`src/hw/rtl/ptst_pkg.sv`:
```
// ----------------------------------------------------------------------------
// ptst_pkg: shared types for the periodic timer slot table
// Operation and compare codes, and the command word sent to the slot bank.
// ----------------------------------------------------------------------------
package ptst_pkg;

   typedef enum logic [2:0] {
      OP_TICK         = 3'd0,
      OP_ADD          = 3'd1,
      OP_REMOVE       = 3'd2,
      OP_SET_ENABLE   = 3'd3,
      OP_SET_INTERVAL = 3'd4,
      OP_QUERY        = 3'd5,
      OP_COMPARE      = 3'd6
   } op_type;

   typedef enum logic [2:0] {
      CMP_EQ = 3'd0,
      CMP_LT = 3'd1,
      CMP_LE = 3'd2,
      CMP_GT = 3'd3,
      CMP_GE = 3'd4
   } cmp_mode_type;

   localparam int unsigned TimeW   = 32;
   localparam int unsigned FireW   = 8;
   localparam int unsigned HandleW = 3;

   typedef struct packed {
      logic             tick;
      logic             alloc;
      logic             free;
      logic             set_enable;
      logic             set_period;
      logic             enable_value;
      logic [TimeW-1:0] period_value;
   } bank_cmd_type;

endpackage

```
`src/hw/rtl/ptst_free_stack.sv`:
```
// ----------------------------------------------------------------------------
// ptst_free_stack: LIFO of free slot handles
// Pops a handle for an add and pushes one back for a remove, one per cycle.
// ----------------------------------------------------------------------------
module ptst_free_stack #(
   parameter int SLOT_COUNT = 8
) (
   input  logic                 clock,
   input  logic                 reset,
   input  logic                 pop,
   input  logic                 push,
   input  logic [((SLOT_COUNT > 1) ? $clog2(SLOT_COUNT) : 1)-1:0] push_slot,
   output logic [((SLOT_COUNT > 1) ? $clog2(SLOT_COUNT) : 1)-1:0] top_slot,
   output logic                 can_pop,
   output logic                 can_push
);

   localparam int SlotW  = (SLOT_COUNT > 1) ? $clog2(SLOT_COUNT) : 1;
   localparam int CountW = $clog2(SLOT_COUNT + 1);

   logic [SlotW-1:0]  stack_ff [SLOT_COUNT];
   logic [SlotW-1:0]  stack_in [SLOT_COUNT];
   logic [CountW-1:0] count_ff;
   logic [CountW-1:0] count_in;
   logic [CountW-1:0] top_idx;

   assign top_idx  = count_ff - CountW'(1);
   assign top_slot = stack_ff[top_idx[SlotW-1:0]];
   assign can_pop  = (count_ff != '0);
   assign can_push = (count_ff != CountW'(SLOT_COUNT));

   always_comb begin
      stack_in = stack_ff;
      count_in = count_ff;
      if (pop) begin
         count_in = top_idx;
      end else if (push) begin
         stack_in[count_ff[SlotW-1:0]] = push_slot;
         count_in = count_ff + CountW'(1);
      end
   end

   // After reset handle 0 sits on top of the stack.
   always_ff @(posedge clock) begin
      if (reset) begin
         for (int i = 0; i < SLOT_COUNT; i++) begin
            stack_ff[i] <= SlotW'(SLOT_COUNT - 1 - i);
         end
         count_ff <= CountW'(SLOT_COUNT);
      end else begin
         stack_ff <= stack_in;
         count_ff <= count_in;
      end
   end

endmodule

```
`src/hw/rtl/ptst_slot_bank.sv`:
```
// ----------------------------------------------------------------------------
// ptst_slot_bank: per-slot period, countdown and status
// Holds every slot's state and runs all countdowns in parallel on a tick.
// ----------------------------------------------------------------------------
module ptst_slot_bank #(
   parameter int SLOT_COUNT = 8
) (
   input  logic                          clock,
   input  logic                          reset,
   input  ptst_pkg::bank_cmd_type        cmd,
   input  logic [((SLOT_COUNT > 1) ? $clog2(SLOT_COUNT) : 1)-1:0] alloc_slot,
   input  logic [((SLOT_COUNT > 1) ? $clog2(SLOT_COUNT) : 1)-1:0] sel_slot,
   output logic                          sel_in_use,
   output logic                          sel_enabled,
   output logic [ptst_pkg::TimeW-1:0]    sel_period,
   output logic [ptst_pkg::FireW-1:0]    fire_mask
);

   localparam int TimeW = ptst_pkg::TimeW;

   logic [SLOT_COUNT-1:0] in_use_ff;
   logic [SLOT_COUNT-1:0] in_use_in;
   logic [SLOT_COUNT-1:0] enabled_ff;
   logic [SLOT_COUNT-1:0] enabled_in;
   logic [SLOT_COUNT-1:0] expire;
   logic [TimeW-1:0]      period_ff [SLOT_COUNT];
   logic [TimeW-1:0]      period_in [SLOT_COUNT];
   logic [TimeW-1:0]      remain_ff [SLOT_COUNT];
   logic [TimeW-1:0]      remain_in [SLOT_COUNT];

   assign sel_in_use  = in_use_ff[sel_slot];
   assign sel_enabled = enabled_ff[sel_slot];
   assign sel_period  = period_ff[sel_slot];

   // A count of one reaches zero on this tick, so the slot reloads instead.
   always_comb begin
      for (int i = 0; i < SLOT_COUNT; i++) begin
         expire[i] = cmd.tick && in_use_ff[i] && (remain_ff[i] == TimeW'(1));
      end
   end

   always_comb begin
      in_use_in  = in_use_ff;
      enabled_in = enabled_ff;
      period_in  = period_ff;
      remain_in  = remain_ff;
      if (cmd.tick) begin
         for (int i = 0; i < SLOT_COUNT; i++) begin
            if (expire[i]) begin
               remain_in[i] = period_ff[i];
            end else if (in_use_ff[i]) begin
               remain_in[i] = remain_ff[i] - TimeW'(1);
            end
         end
      end
      if (cmd.alloc) begin
         in_use_in[alloc_slot]  = 1'b1;
         enabled_in[alloc_slot] = cmd.enable_value;
         period_in[alloc_slot]  = cmd.period_value;
         remain_in[alloc_slot]  = cmd.period_value;
      end
      if (cmd.free) begin
         in_use_in[sel_slot] = 1'b0;
      end
      if (cmd.set_enable) begin
         enabled_in[sel_slot] = cmd.enable_value;
      end
      if (cmd.set_period) begin
         period_in[sel_slot] = cmd.period_value;
      end
   end

   genvar b;
   generate
      for (b = 0; b < ptst_pkg::FireW; b++) begin : g_fire
         if (b < SLOT_COUNT) begin : g_live
            assign fire_mask[b] = expire[b] && enabled_ff[b];
         end else begin : g_none
            assign fire_mask[b] = 1'b0;
         end
      end
   endgenerate

   always_ff @(posedge clock) begin
      if (reset) begin
         in_use_ff  <= '0;
         enabled_ff <= '0;
      end else begin
         in_use_ff  <= in_use_in;
         enabled_ff <= enabled_in;
      end
   end

   always_ff @(posedge clock) begin
      period_ff <= period_in;
      remain_ff <= remain_in;
   end

endmodule

```
`src/hw/rtl/ptst_timebase.sv`:
```
// ----------------------------------------------------------------------------
// ptst_timebase: 64-bit millisecond timestamp and probe comparator
// Tick word with carry into the epoch word, and a compare against now.
// ----------------------------------------------------------------------------
module ptst_timebase (
   input  logic                       clock,
   input  logic                       reset,
   input  logic                       tick,
   input  ptst_pkg::cmp_mode_type     mode,
   input  logic [ptst_pkg::TimeW-1:0] probe_epochs,
   input  logic [ptst_pkg::TimeW-1:0] probe_ticks,
   output logic [ptst_pkg::TimeW-1:0] now_epochs,
   output logic [ptst_pkg::TimeW-1:0] now_ticks,
   output logic                       compare_true
);

   localparam int TimeW = ptst_pkg::TimeW;

   logic [TimeW-1:0] ticks_ff;
   logic [TimeW-1:0] ticks_in;
   logic [TimeW-1:0] epochs_ff;
   logic [TimeW-1:0] epochs_in;
   logic             lt;
   logic             eq;

   always_comb begin
      ticks_in  = ticks_ff;
      epochs_in = epochs_ff;
      if (tick) begin
         ticks_in = ticks_ff + TimeW'(1);
         if (ticks_ff == '1) begin
            epochs_in = epochs_ff + TimeW'(1);
         end
      end
   end

   assign lt = ({probe_epochs, probe_ticks} < {epochs_ff, ticks_ff});
   assign eq = ({probe_epochs, probe_ticks} == {epochs_ff, ticks_ff});

   always_comb begin
      case (mode)
         ptst_pkg::CMP_EQ: compare_true = eq;
         ptst_pkg::CMP_LT: compare_true = lt;
         ptst_pkg::CMP_LE: compare_true = lt || eq;
         ptst_pkg::CMP_GT: compare_true = !lt && !eq;
         ptst_pkg::CMP_GE: compare_true = !lt;
         default:          compare_true = 1'b0;
      endcase
   end

   assign now_epochs = epochs_ff;
   assign now_ticks  = ticks_ff;

   always_ff @(posedge clock) begin
      if (reset) begin
         ticks_ff  <= '0;
         epochs_ff <= '0;
      end else begin
         ticks_ff  <= ticks_in;
         epochs_ff <= epochs_in;
      end
   end

endmodule

```
`src/hw/rtl/periodic_timer_slot_table_core.sv`:
```
// ----------------------------------------------------------------------------
// periodic_timer_slot_table_core: table of periodic timer slots
// Millisecond timestamp plus SLOT_COUNT reloading countdown slots.
// ----------------------------------------------------------------------------
// A command word is taken at a rising edge with start high and busy low; busy
// stays low, so a word can be taken on every cycle. Operations are tick, add,
// remove, set enable, set interval, query and compare to now.
// Each word yields exactly one result word, shown on the rsp_ ports for one
// cycle with rsp_valid high, from the result register: the edge that took the
// command loads the input register, the next updates the timestamp, slot bank
// and free stack together and loads the result register. Throughput is one
// word per cycle; the parallel update of all countdowns sets the clock rate.
// The rsp_now_ fields show the timestamp as left by the word being reported.
// The receiver cannot stall; a result is gone after its one strobe cycle.
// Reset (synchronous, active high) clears the timestamp, marks every slot free
// and disabled, and fills the free stack with handle 0 on top. Slot periods and
// countdowns are not reset; they are written when a slot is added.
// ----------------------------------------------------------------------------
module periodic_timer_slot_table_core #(
   parameter int SLOT_COUNT = 8
) (
   input  logic        clock,
   input  logic        reset,
   input  logic        start,
   output logic        busy,
   input  logic [2:0]  req_operation,
   input  logic [2:0]  req_slot,
   input  logic [31:0] req_interval,
   input  logic        req_enable_flag,
   input  logic [2:0]  req_compare_mode,
   input  logic [31:0] req_probe_epochs,
   input  logic [31:0] req_probe_ticks,
   output logic        rsp_valid,
   output logic [7:0]  rsp_fire_mask,
   output logic        rsp_success,
   output logic [2:0]  rsp_slot_out,
   output logic [31:0] rsp_prev_interval,
   output logic        rsp_prev_enabled,
   output logic [31:0] rsp_now_epochs,
   output logic [31:0] rsp_now_ticks,
   output logic        rsp_compare_true
);

   localparam int SlotW   = (SLOT_COUNT > 1) ? $clog2(SLOT_COUNT) : 1;
   localparam int TimeW   = ptst_pkg::TimeW;
   localparam int FireW   = ptst_pkg::FireW;
   localparam int HandleW = ptst_pkg::HandleW;

   logic                       accept;
   logic                       req_valid_ff;
   ptst_pkg::op_type           op_ff;
   logic [HandleW-1:0]         slot_ff;
   logic [TimeW-1:0]           interval_ff;
   logic                       enable_ff;
   ptst_pkg::cmp_mode_type     mode_ff;
   logic [TimeW-1:0]           probe_epochs_ff;
   logic [TimeW-1:0]           probe_ticks_ff;

   logic                       slot_ok;
   logic [SlotW-1:0]           sel_slot;
   logic [SlotW-1:0]           top_slot;
   logic                       can_pop;
   logic                       can_push;
   logic                       pop;
   logic                       push;
   ptst_pkg::bank_cmd_type     cmd;
   logic                       sel_in_use;
   logic                       sel_enabled;
   logic [TimeW-1:0]           sel_period;
   logic [FireW-1:0]           fire_mask;
   logic                       compare_true;

   logic                       rsp_valid_ff;
   logic [FireW-1:0]           fire_ff;
   logic [FireW-1:0]           fire_in;
   logic                       success_ff;
   logic                       success_in;
   logic [HandleW-1:0]         slot_out_ff;
   logic [HandleW-1:0]         slot_out_in;
   logic [TimeW-1:0]           prev_interval_ff;
   logic [TimeW-1:0]           prev_interval_in;
   logic                       prev_enabled_ff;
   logic                       prev_enabled_in;
   logic                       compare_ff;
   logic                       compare_in;

   assign busy   = 1'b0;
   assign accept = start && !busy;

   // Input register.
   always_ff @(posedge clock) begin
      if (reset) begin
         req_valid_ff <= 1'b0;
      end else begin
         req_valid_ff <= accept;
      end
   end

   always_ff @(posedge clock) begin
      if (accept) begin
         op_ff           <= ptst_pkg::op_type'(req_operation);
         slot_ff         <= req_slot;
         interval_ff     <= req_interval;
         enable_ff       <= req_enable_flag;
         mode_ff         <= ptst_pkg::cmp_mode_type'(req_compare_mode);
         probe_epochs_ff <= req_probe_epochs;
         probe_ticks_ff  <= req_probe_ticks;
      end
   end

   assign slot_ok  = (32'(slot_ff) < SLOT_COUNT);
   assign sel_slot = SlotW'(slot_ff);

   // Decode: every result field that does not belong to the operation is zero.
   always_comb begin
      cmd              = '0;
      cmd.enable_value = enable_ff;
      cmd.period_value = interval_ff;
      pop              = 1'b0;
      push             = 1'b0;
      success_in       = 1'b0;
      slot_out_in      = '0;
      prev_interval_in = '0;
      prev_enabled_in  = 1'b0;
      compare_in       = 1'b0;
      if (req_valid_ff) begin
         case (op_ff)
            ptst_pkg::OP_TICK: begin
               cmd.tick = 1'b1;
            end
            ptst_pkg::OP_ADD: begin
               if (can_pop && (interval_ff != '0)) begin
                  pop         = 1'b1;
                  cmd.alloc   = 1'b1;
                  success_in  = 1'b1;
                  slot_out_in = HandleW'(top_slot);
               end
            end
            ptst_pkg::OP_REMOVE: begin
               if (slot_ok && sel_in_use && can_push) begin
                  push       = 1'b1;
                  cmd.free   = 1'b1;
                  success_in = 1'b1;
               end
            end
            ptst_pkg::OP_SET_ENABLE: begin
               if (slot_ok) begin
                  prev_enabled_in = sel_enabled;
                  cmd.set_enable  = 1'b1;
               end
            end
            ptst_pkg::OP_SET_INTERVAL: begin
               if (slot_ok) begin
                  prev_interval_in = sel_period;
                  cmd.set_period   = (interval_ff != '0);
               end
            end
            ptst_pkg::OP_QUERY: begin
               if (slot_ok) begin
                  prev_interval_in = sel_period;
                  prev_enabled_in  = sel_enabled;
               end
            end
            ptst_pkg::OP_COMPARE: begin
               compare_in = compare_true;
            end
            default: begin
            end
         endcase
      end
   end

   assign fire_in = fire_mask;

   ptst_free_stack #(
      .SLOT_COUNT (SLOT_COUNT)
   ) u_free_stack (
      .clock     (clock),
      .reset     (reset),
      .pop       (pop),
      .push      (push),
      .push_slot (sel_slot),
      .top_slot  (top_slot),
      .can_pop   (can_pop),
      .can_push  (can_push)
   );

   ptst_slot_bank #(
      .SLOT_COUNT (SLOT_COUNT)
   ) u_slot_bank (
      .clock       (clock),
      .reset       (reset),
      .cmd         (cmd),
      .alloc_slot  (top_slot),
      .sel_slot    (sel_slot),
      .sel_in_use  (sel_in_use),
      .sel_enabled (sel_enabled),
      .sel_period  (sel_period),
      .fire_mask   (fire_mask)
   );

   ptst_timebase u_timebase (
      .clock        (clock),
      .reset        (reset),
      .tick         (cmd.tick),
      .mode         (mode_ff),
      .probe_epochs (probe_epochs_ff),
      .probe_ticks  (probe_ticks_ff),
      .now_epochs   (rsp_now_epochs),
      .now_ticks    (rsp_now_ticks),
      .compare_true (compare_true)
   );

   // Result register. The timestamp is read straight from the timebase, which
   // changes on the same edge as the result register and so lines up with it.
   always_ff @(posedge clock) begin
      if (reset) begin
         rsp_valid_ff <= 1'b0;
      end else begin
         rsp_valid_ff <= req_valid_ff;
      end
   end

   always_ff @(posedge clock) begin
      fire_ff          <= fire_in;
      success_ff       <= success_in;
      slot_out_ff      <= slot_out_in;
      prev_interval_ff <= prev_interval_in;
      prev_enabled_ff  <= prev_enabled_in;
      compare_ff       <= compare_in;
   end

   assign rsp_valid         = rsp_valid_ff;
   assign rsp_fire_mask     = fire_ff;
   assign rsp_success       = success_ff;
   assign rsp_slot_out      = slot_out_ff;
   assign rsp_prev_interval = prev_interval_ff;
   assign rsp_prev_enabled  = prev_enabled_ff;
   assign rsp_compare_true  = compare_ff;

   a_one_result_per_word: assert property (@(posedge clock) disable iff (reset)
      accept |=> ##1 rsp_valid)
      else $error("accepted word produced no result strobe");

   a_fire_only_on_tick: assert property (@(posedge clock) disable iff (reset)
      req_valid_ff && (op_ff != ptst_pkg::OP_TICK) |=> (rsp_fire_mask == '0))
      else $error("fire mask set by a non-tick word");

   a_tick_advances_time: assert property (@(posedge clock) disable iff (reset)
      req_valid_ff && (op_ff == ptst_pkg::OP_TICK)
      |=> (rsp_now_ticks == $past(rsp_now_ticks) + TimeW'(1)))
      else $error("tick did not advance the tick word by one");

   a_time_holds_otherwise: assert property (@(posedge clock) disable iff (reset)
      !(req_valid_ff && (op_ff == ptst_pkg::OP_TICK))
      |=> $stable(rsp_now_ticks) && $stable(rsp_now_epochs))
      else $error("timestamp moved without a tick");

endmodule
```
`config.mk`:
```
export PLATFORM = sky130hd
export DESIGN_NAME = periodic_timer_slot_table_core
export DESIGN_NICKNAME = d
export VERILOG_FILES = /design/src/hw/rtl/ptst_pkg.sv /design/src/hw/rtl/ptst_free_stack.sv /design/src/hw/rtl/ptst_slot_bank.sv /design/src/hw/rtl/ptst_timebase.sv /design/src/hw/rtl/periodic_timer_slot_table_core.sv
export SDC_FILE = /design/constraint.sdc
export NUM_CORES = 2
export LEC_CHECK = 0
export BUFFER_PORTS_ARGS = -buffer_cell sky130_fd_sc_hd__buf_2
export CELL_PAD_IN_SITES_DETAIL_PLACEMENT = 0
export CELL_PAD_IN_SITES_GLOBAL_PLACEMENT = 1
export CORE_AREA = 5 5 277 333
export DETAILED_ROUTE_END_ITERATION = 16
export DIE_AREA = 0 0 282 338
export GPL_TIMING_DRIVEN = 0
export PLACE_DENSITY = 0.87
export SYNTH_ARGS = -nofsm -noshare
export SYNTH_HDL_FRONTEND = slang
export SYNTH_SLANG_ARGS = --single-unit
```
`constraint.sdc`:
```
create_clock -name clock -period 3.6 [get_ports clock]
set_input_delay 0.18 -clock clock [delete_from_list [all_inputs] [get_ports clock]]
set_output_delay 0.18 -clock clock [all_outputs]
set_load 0.01 [all_outputs]
```
* Yosys cells after proc, flatten, opt, wreduce, memory -nomap -nowiden *
Index checks and enable logic that the tools add are counted.

operators by class
  add/sub/neg operators = 12
  reductions and logical operators = 48
  $lt $le $gt $ge = 12
  mux-type cells = 64
  equality and inequality tests = 21
  bitwise logic cells = 8

operator list
  operator               count
  $mux 256               4
  $bwmux 256             3
  $mux 32                20
  $eq 32x1->1 const B    8
  $sub 32x1->32 const B  8
  $demux 32 s3           2
  $bmux 32 s3            1
  $add 32x1->32 const B  2
  $eq 64x64->1           1
  $lt 64x64->1           1
  $eq 32x32->1 const B   1
  $logic_and 1x1->1      32
  $mux 8                 4
  $reduce_bool 32->1     1
  $bwmux 24              1
  $bwmux 8               2
  $ge 4x4->1 const B     4
  $not 3->4              4
  $mux 1                 13
  $eq 3x2->1 const B     4
  $eq 3x3->1 const B     4
  $lt 4x1->1 const B     3
  $reduce_and 2->1       5
  $bmux 3 s3             1
  25 further kinds       36

storage, ports and cells
  output and inout port bits = 112
  bits in registers = 774

* Longest topological paths before layout *
  word-level depth = 14
  gate-level depth with buffers = 15
  mapped depth without buffers = 10

* Modules after synthesis *
A second synthesis with hierarchy kept.

second synthesis, totals
  cell total of the unflattened synthesis = 4319
  area, all modules = 39600.5 um^2

by module, submodules not included
  module                          area each (um^2)  times used  seq. area each (um^2)  cells each
  ptst_slot_bank                  29136.7           1           10570.1                3389
  periodic_timer_slot_table_core  4593.2            1           4144.0                 225
  ptst_timebase                   4436.8            1           1281.2                 554
  ptst_free_stack                 1433.9            1           560.5                  151

* Least setup slack after synthesis *
OpenSTA, ideal clock, no wires.

  path kind = register to register
  from = register u_free_stack.count_ff[0]
  to = register u_slot_bank.period_ff[227] in the netlist's numbering
  slack = 59 ps
  buffers on the path = 6
  library setup time = 121 ps
  stages on the path, launching flop included = 15
  arrival time = 3420 ps
  cell sequence = dfxtp_1 -> buf_2 -> buf_2 -> inv_1 -> ha_1 -> clkbuf_1 -> mux4_2 -> mux2i_1 -> nand2b_1 -> clkbuf_1 -> or2_2 -> buf_2 -> o21ai_2 -> buf_4 -> mux2_2

RTL lines
  element                 line                   text
  from (decl)             ptst_free_stack.sv:23  logic [CountW-1:0] count_ff;
  from (signal assigned)  ptst_free_stack.sv:49  count_ff <= CountW'(SLOT_COUNT);
  from (signal assigned)  ptst_free_stack.sv:52  count_ff <= count_in;
  to (signal assigned)    ptst_slot_bank.sv:95   period_ff <= period_in;
  to (decl)               ptst_slot_bank.sv:26   logic [TimeW-1:0] period_ff [SLOT_COUNT];

* Worst setup path in the final report *
  from = register slot_ff[1], in the netlist sel_slot[1]
  to = register u_free_stack.count_ff[2]

between the ends
  word-level cells in the longest chain between the ends = 7

ends and longest elaborated chain
  element                             line                                   text
  from (decl)                         periodic_timer_slot_table_core.sv:52   logic [HandleW-1:0] slot_ff;
  from (signal assigned)              periodic_timer_slot_table_core.sv:102  slot_ff <= req_slot;
  $bmux 1 s3                          ptst_slot_bank.sv:31                   assign sel_in_use = in_use_ff[sel_slot];
  $mux 1 (not written as such)        ptst_slot_bank.sv:31
  $logic_and 1x1->1                   periodic_timer_slot_table_core.sv:140  if (slot_ok && sel_in_use && can_push) begin
  $mux 1                              periodic_timer_slot_table_core.sv:140
  $mux 1                              periodic_timer_slot_table_core.sv:127  case (op_ff)
  $mux 1                              periodic_timer_slot_table_core.sv:126  if (req_valid_ff) begin
  $reduce_bool 2->1 (no source line)  n/a

Every way passes these cells. The select of a mux whose other input is x is not followed.
A chain may end at the register's enable or synchronous reset.

==> results by group <==
Timing
  – RSZ-0062 raised after global routing: true
  – Final Slew Violations: 33
  – Min Tclk post-route: between 3 and 4 ns
  – Relative slew slack: -10.1%
  – Setup WS post-layout: -0.158 ns
  – Endpoints failing setup: 36
  – FMAX: around 270 MHz
  – Fin Clk Skew: between 0.03 and 0.04 ns
  – Hold WS: between 0.05 and 0.06 ns
  – Final critical-path share of the clock period: 104%
  – Final hold vios: 0
  – Setup TNS Final: -1.86 ns
  – Slew @ Worst Pin: approximately 1.7 ns

Placed design
  – Place WS: -1.69 ns
  – Number of buffers added on ports: 218
  – GP Congestion: between 1 and 1.5
  – Placed cells: 5,737
  – Post-DP HPWL: 144,000 um

Synth
  – Share of Yosys cell area claimed by the top area cell type: 35.4%
  – Sequential-to-total area share from yosys stat: 43.8%
  – Post-synth top area cell: dfxtp_1
  – Synth Warn #: 0
  – Cell variety after synth: 85
  – Syn_nets: about 4,500
  – Post-synth top flop: dfxtp_1
  – Most numerous cell in the Yosys netlist: dfxtp_1
  – Post-Synthesis Cells: ~4,400
  – Mapped Area: 37,800 um2
  – Avg Cell Area, Syn: 8.68 um2
  – Flops & latches, synth: roughly 770
  – Ys async rst share: 0%
  – Post-synth EDFFs: 106
  – Top post-synthesis cells by area: dfxtp_1, edfxtp_1, mux2_2
  – Post-synth top cells: dfxtp_1, nor2_1, nand2_1

GRT
  – Grt ovf: 0
  – Vias in the first global route: approximately 37,000
  – Antenna violations before repair: 28
  – Largest net degree at the start of global routing: 61
  – GRT Overall Usage: 41.2%
  – First-pass GRT wire length: ~280,000 um

Critical path
  – WP data arrival: roughly 4.3 ns
  – CP max FO: 10
  – Critical Path End Type: flip-flop
  – Crit start category: flip-flop
  – CP Launch Point: sel_slot[1]
  – Critical Path Sink: u_free_stack.count_ff[2]
  – R2r endpoint: u_free_stack.count_ff[2]
  – Setup slack, reg-to-reg: -0.16 ns
  – Critical Path RT: around 4.2 ns
  – R2R depth: 9
  – Reg-to-reg startpoint: sel_slot[1]
  – Setup CP Type: flip-flop to flip-flop

Clock tree
  – Worst-skew pair later-pin latency: around 0.69 ns
  – Reg clk slew, reported paths: about 0.070 ns
  – H-tree Lvls: 3
  – TritonCTS clock tree: done
  – Clk buf depth: 3
  – Clk sinks: ~770
  – CTS Buf Count: 83
  – Clock Tree Root: clkbuf_16

Die
  – Core area: approximately 89,000 um2
  – Rows: 120
  – Overall die width: between 200 and 300 um
  – Die Y-Extent: 338 um
  – Initial core utilization: between 40% and 50%
  – I/O pin total: 221
  – Die area: approximately 95,000 um2

Cells and area
  – Non-filler cells, final: 6,040
  – Filler cells: 8,340
  – Sequential cell area: ~17,000 um2
  – Multi-input gate area: just under 20,000 um2
  – Nets: between 4,000 and 5,000
  – Synthesis-to-finish area growth: 19.7%
  – Share of cells above drive strength 1: roughly 18%

Routing
  – ANT nets after route: 0
  – Vias per cell: around 6.5
  – Residual DRC: 0
  – Vias: around 40,000
  – Routed len/inst: roughly 34 um
  – Final wirelength: 204,000 um
  – TritonRoute pass-1 iters: 6
  – 1st-iter DRT viols: 5,605

Min path
  – Hold Path Depth: 1
  – Hold Crit Start: start
  – HP Class: input port to flip-flop

Power and ir drop
  – Power Total: about 0.023 W
  – Leak pwr: 16.9 nW
  – Worst vdd ir: roughly 0.46 mV
  – PD cells: 519 nW/um2

Run status
  – Status: finished with violations
  – Failing checks: capacitance limit, slew limit, setup timing

Flow run
  – Max-cap violations: 3
==> where the power goes <==
group          switching [W]  internal (W)  total [W]
Sequential           0.00164       0.00973     0.0114
Combinational        0.00174       0.00115    0.00289
Clock                0.00394       0.00530    0.00924
==> through the flow <==
| step | cell area (um2) | utilization [%] |
|---|---|---|
| floorplan | 37800 | - |
| global placement | 40400 | 45.5 |
| detailed placement | 40500 | 45.6 |
| CTS | 45000 | 50.7 |
| global route | 45200 | 50.9 |
| finish | 45200 | 51.0 |
==> timing repair <==
item,CTS,global route
pin swaps,2,2
hold buffers,107,0
setup endpoints to repair,618,440
setup buffers,27,7
resized for setup,99,69
hold endpoints to repair,116,0
==> cell usage in the layout (no fill, tap or decap), types with 19 or more instances in the layout <==
cell type      instances
xnor2_1               63
clkbuf_16             85
inv_1                162
dlygate4sd3_1        107
ha_1                  83
nand2_1              407
buf_4                 48
a221oi_1              49
and3_1                19
a21o_1                46
o31ai_1               52
nor2_1               479
o21ai_0              319
a21oi_1              315
buf_1                 22
edfxtp_1             106
clkbuf_1             137
or4_1                 29
dfxtp_1              668
mux2_2               257
clkinv_2              20
buf_2                251
and2_1                20
nor3_1                90
a22oi_1               74
nor2b_1               21
a31oi_1               65
clkbuf_2              70
or3_1                 66
a22o_1                35
nand4_1               43
nor4_1                64
a211oi_1              53
nand3_1               81
o22ai_1              105
==> registers in the layout, summed over array words and instances, names as in the netlist, 3 cells and up <==
signal	count
rsp_slot_out	3
interval_ff	32
op_ff	3
u_free_stack.count_ff	4
rsp_prev_interval	32
mode_ff	3
rsp_fire_mask	8
u_slot_bank.enabled_ff	8
u_slot_bank.in_use_ff	8
u_timebase.now_ticks	32
probe_epochs_ff	32
u_slot_bank.remain_ff	256
sel_slot	3
u_free_stack.stack_ff	24
u_timebase.now_epochs	32
probe_ticks_ff	32
u_slot_bank.period_ff	256
==> cell families after synthesis <==
family,after synthesis,share of synthesized area [%]
simple gates,1449,18.2
mux,283,8.55
flops,774,43.8
other cells,1,0.00992
fa+ha+maj,84,2.78
buf+inv,464,4.99
compound gates,1232,20.1
xor+xnor,68,1.58
==> how the worst min path moves through the flow <==
stage	endpoint
after CTS	probe_epochs_ff[12]
after detailed placement	sel_slot[1]
after global routing	probe_epochs_ff[15]
after global placement	interval_ff[16]
final	probe_epochs_ff[10]
after floorplan	enable_ff
==> critical path, cell delays in order (launching register included) <==
cell      delay, ns
edfxtp_1       0.33
clkbuf_1       0.39
clkbuf_2       0.42
nor2_4         0.17
a22oi_1        0.82
a31oi_2        0.42
clkbuf_2       0.51
a22oi_1        0.33
xor2_1         0.17
nor2_1         0.05
==> per-layer routing <==
metal / track usage, % / share of wire [%] / vias up
li1: - / - / 16700
met1: 49.9 / 36 / 18900
met2: 60.8 / 42 / 3034
met3: 10.7 / 12 / 821
met4: 35.1 / 11 / 10
met5: 0 / 0.031 / -
==> layout make-up <==
type	count	share of cell area, %
Sequential cell	774	36.6
Clock inverter	47	1.24
Timing Repair Buffer	364	5.60
Buffer	296	3.27
Multi-Input combinational cell	3117	43.5
Clock buffer	105	5.11
Tap cell	1159	3.21
Antenna cell	15	0.0830
Inverter	163	1.35
Power figures use the tool's default switching activity.
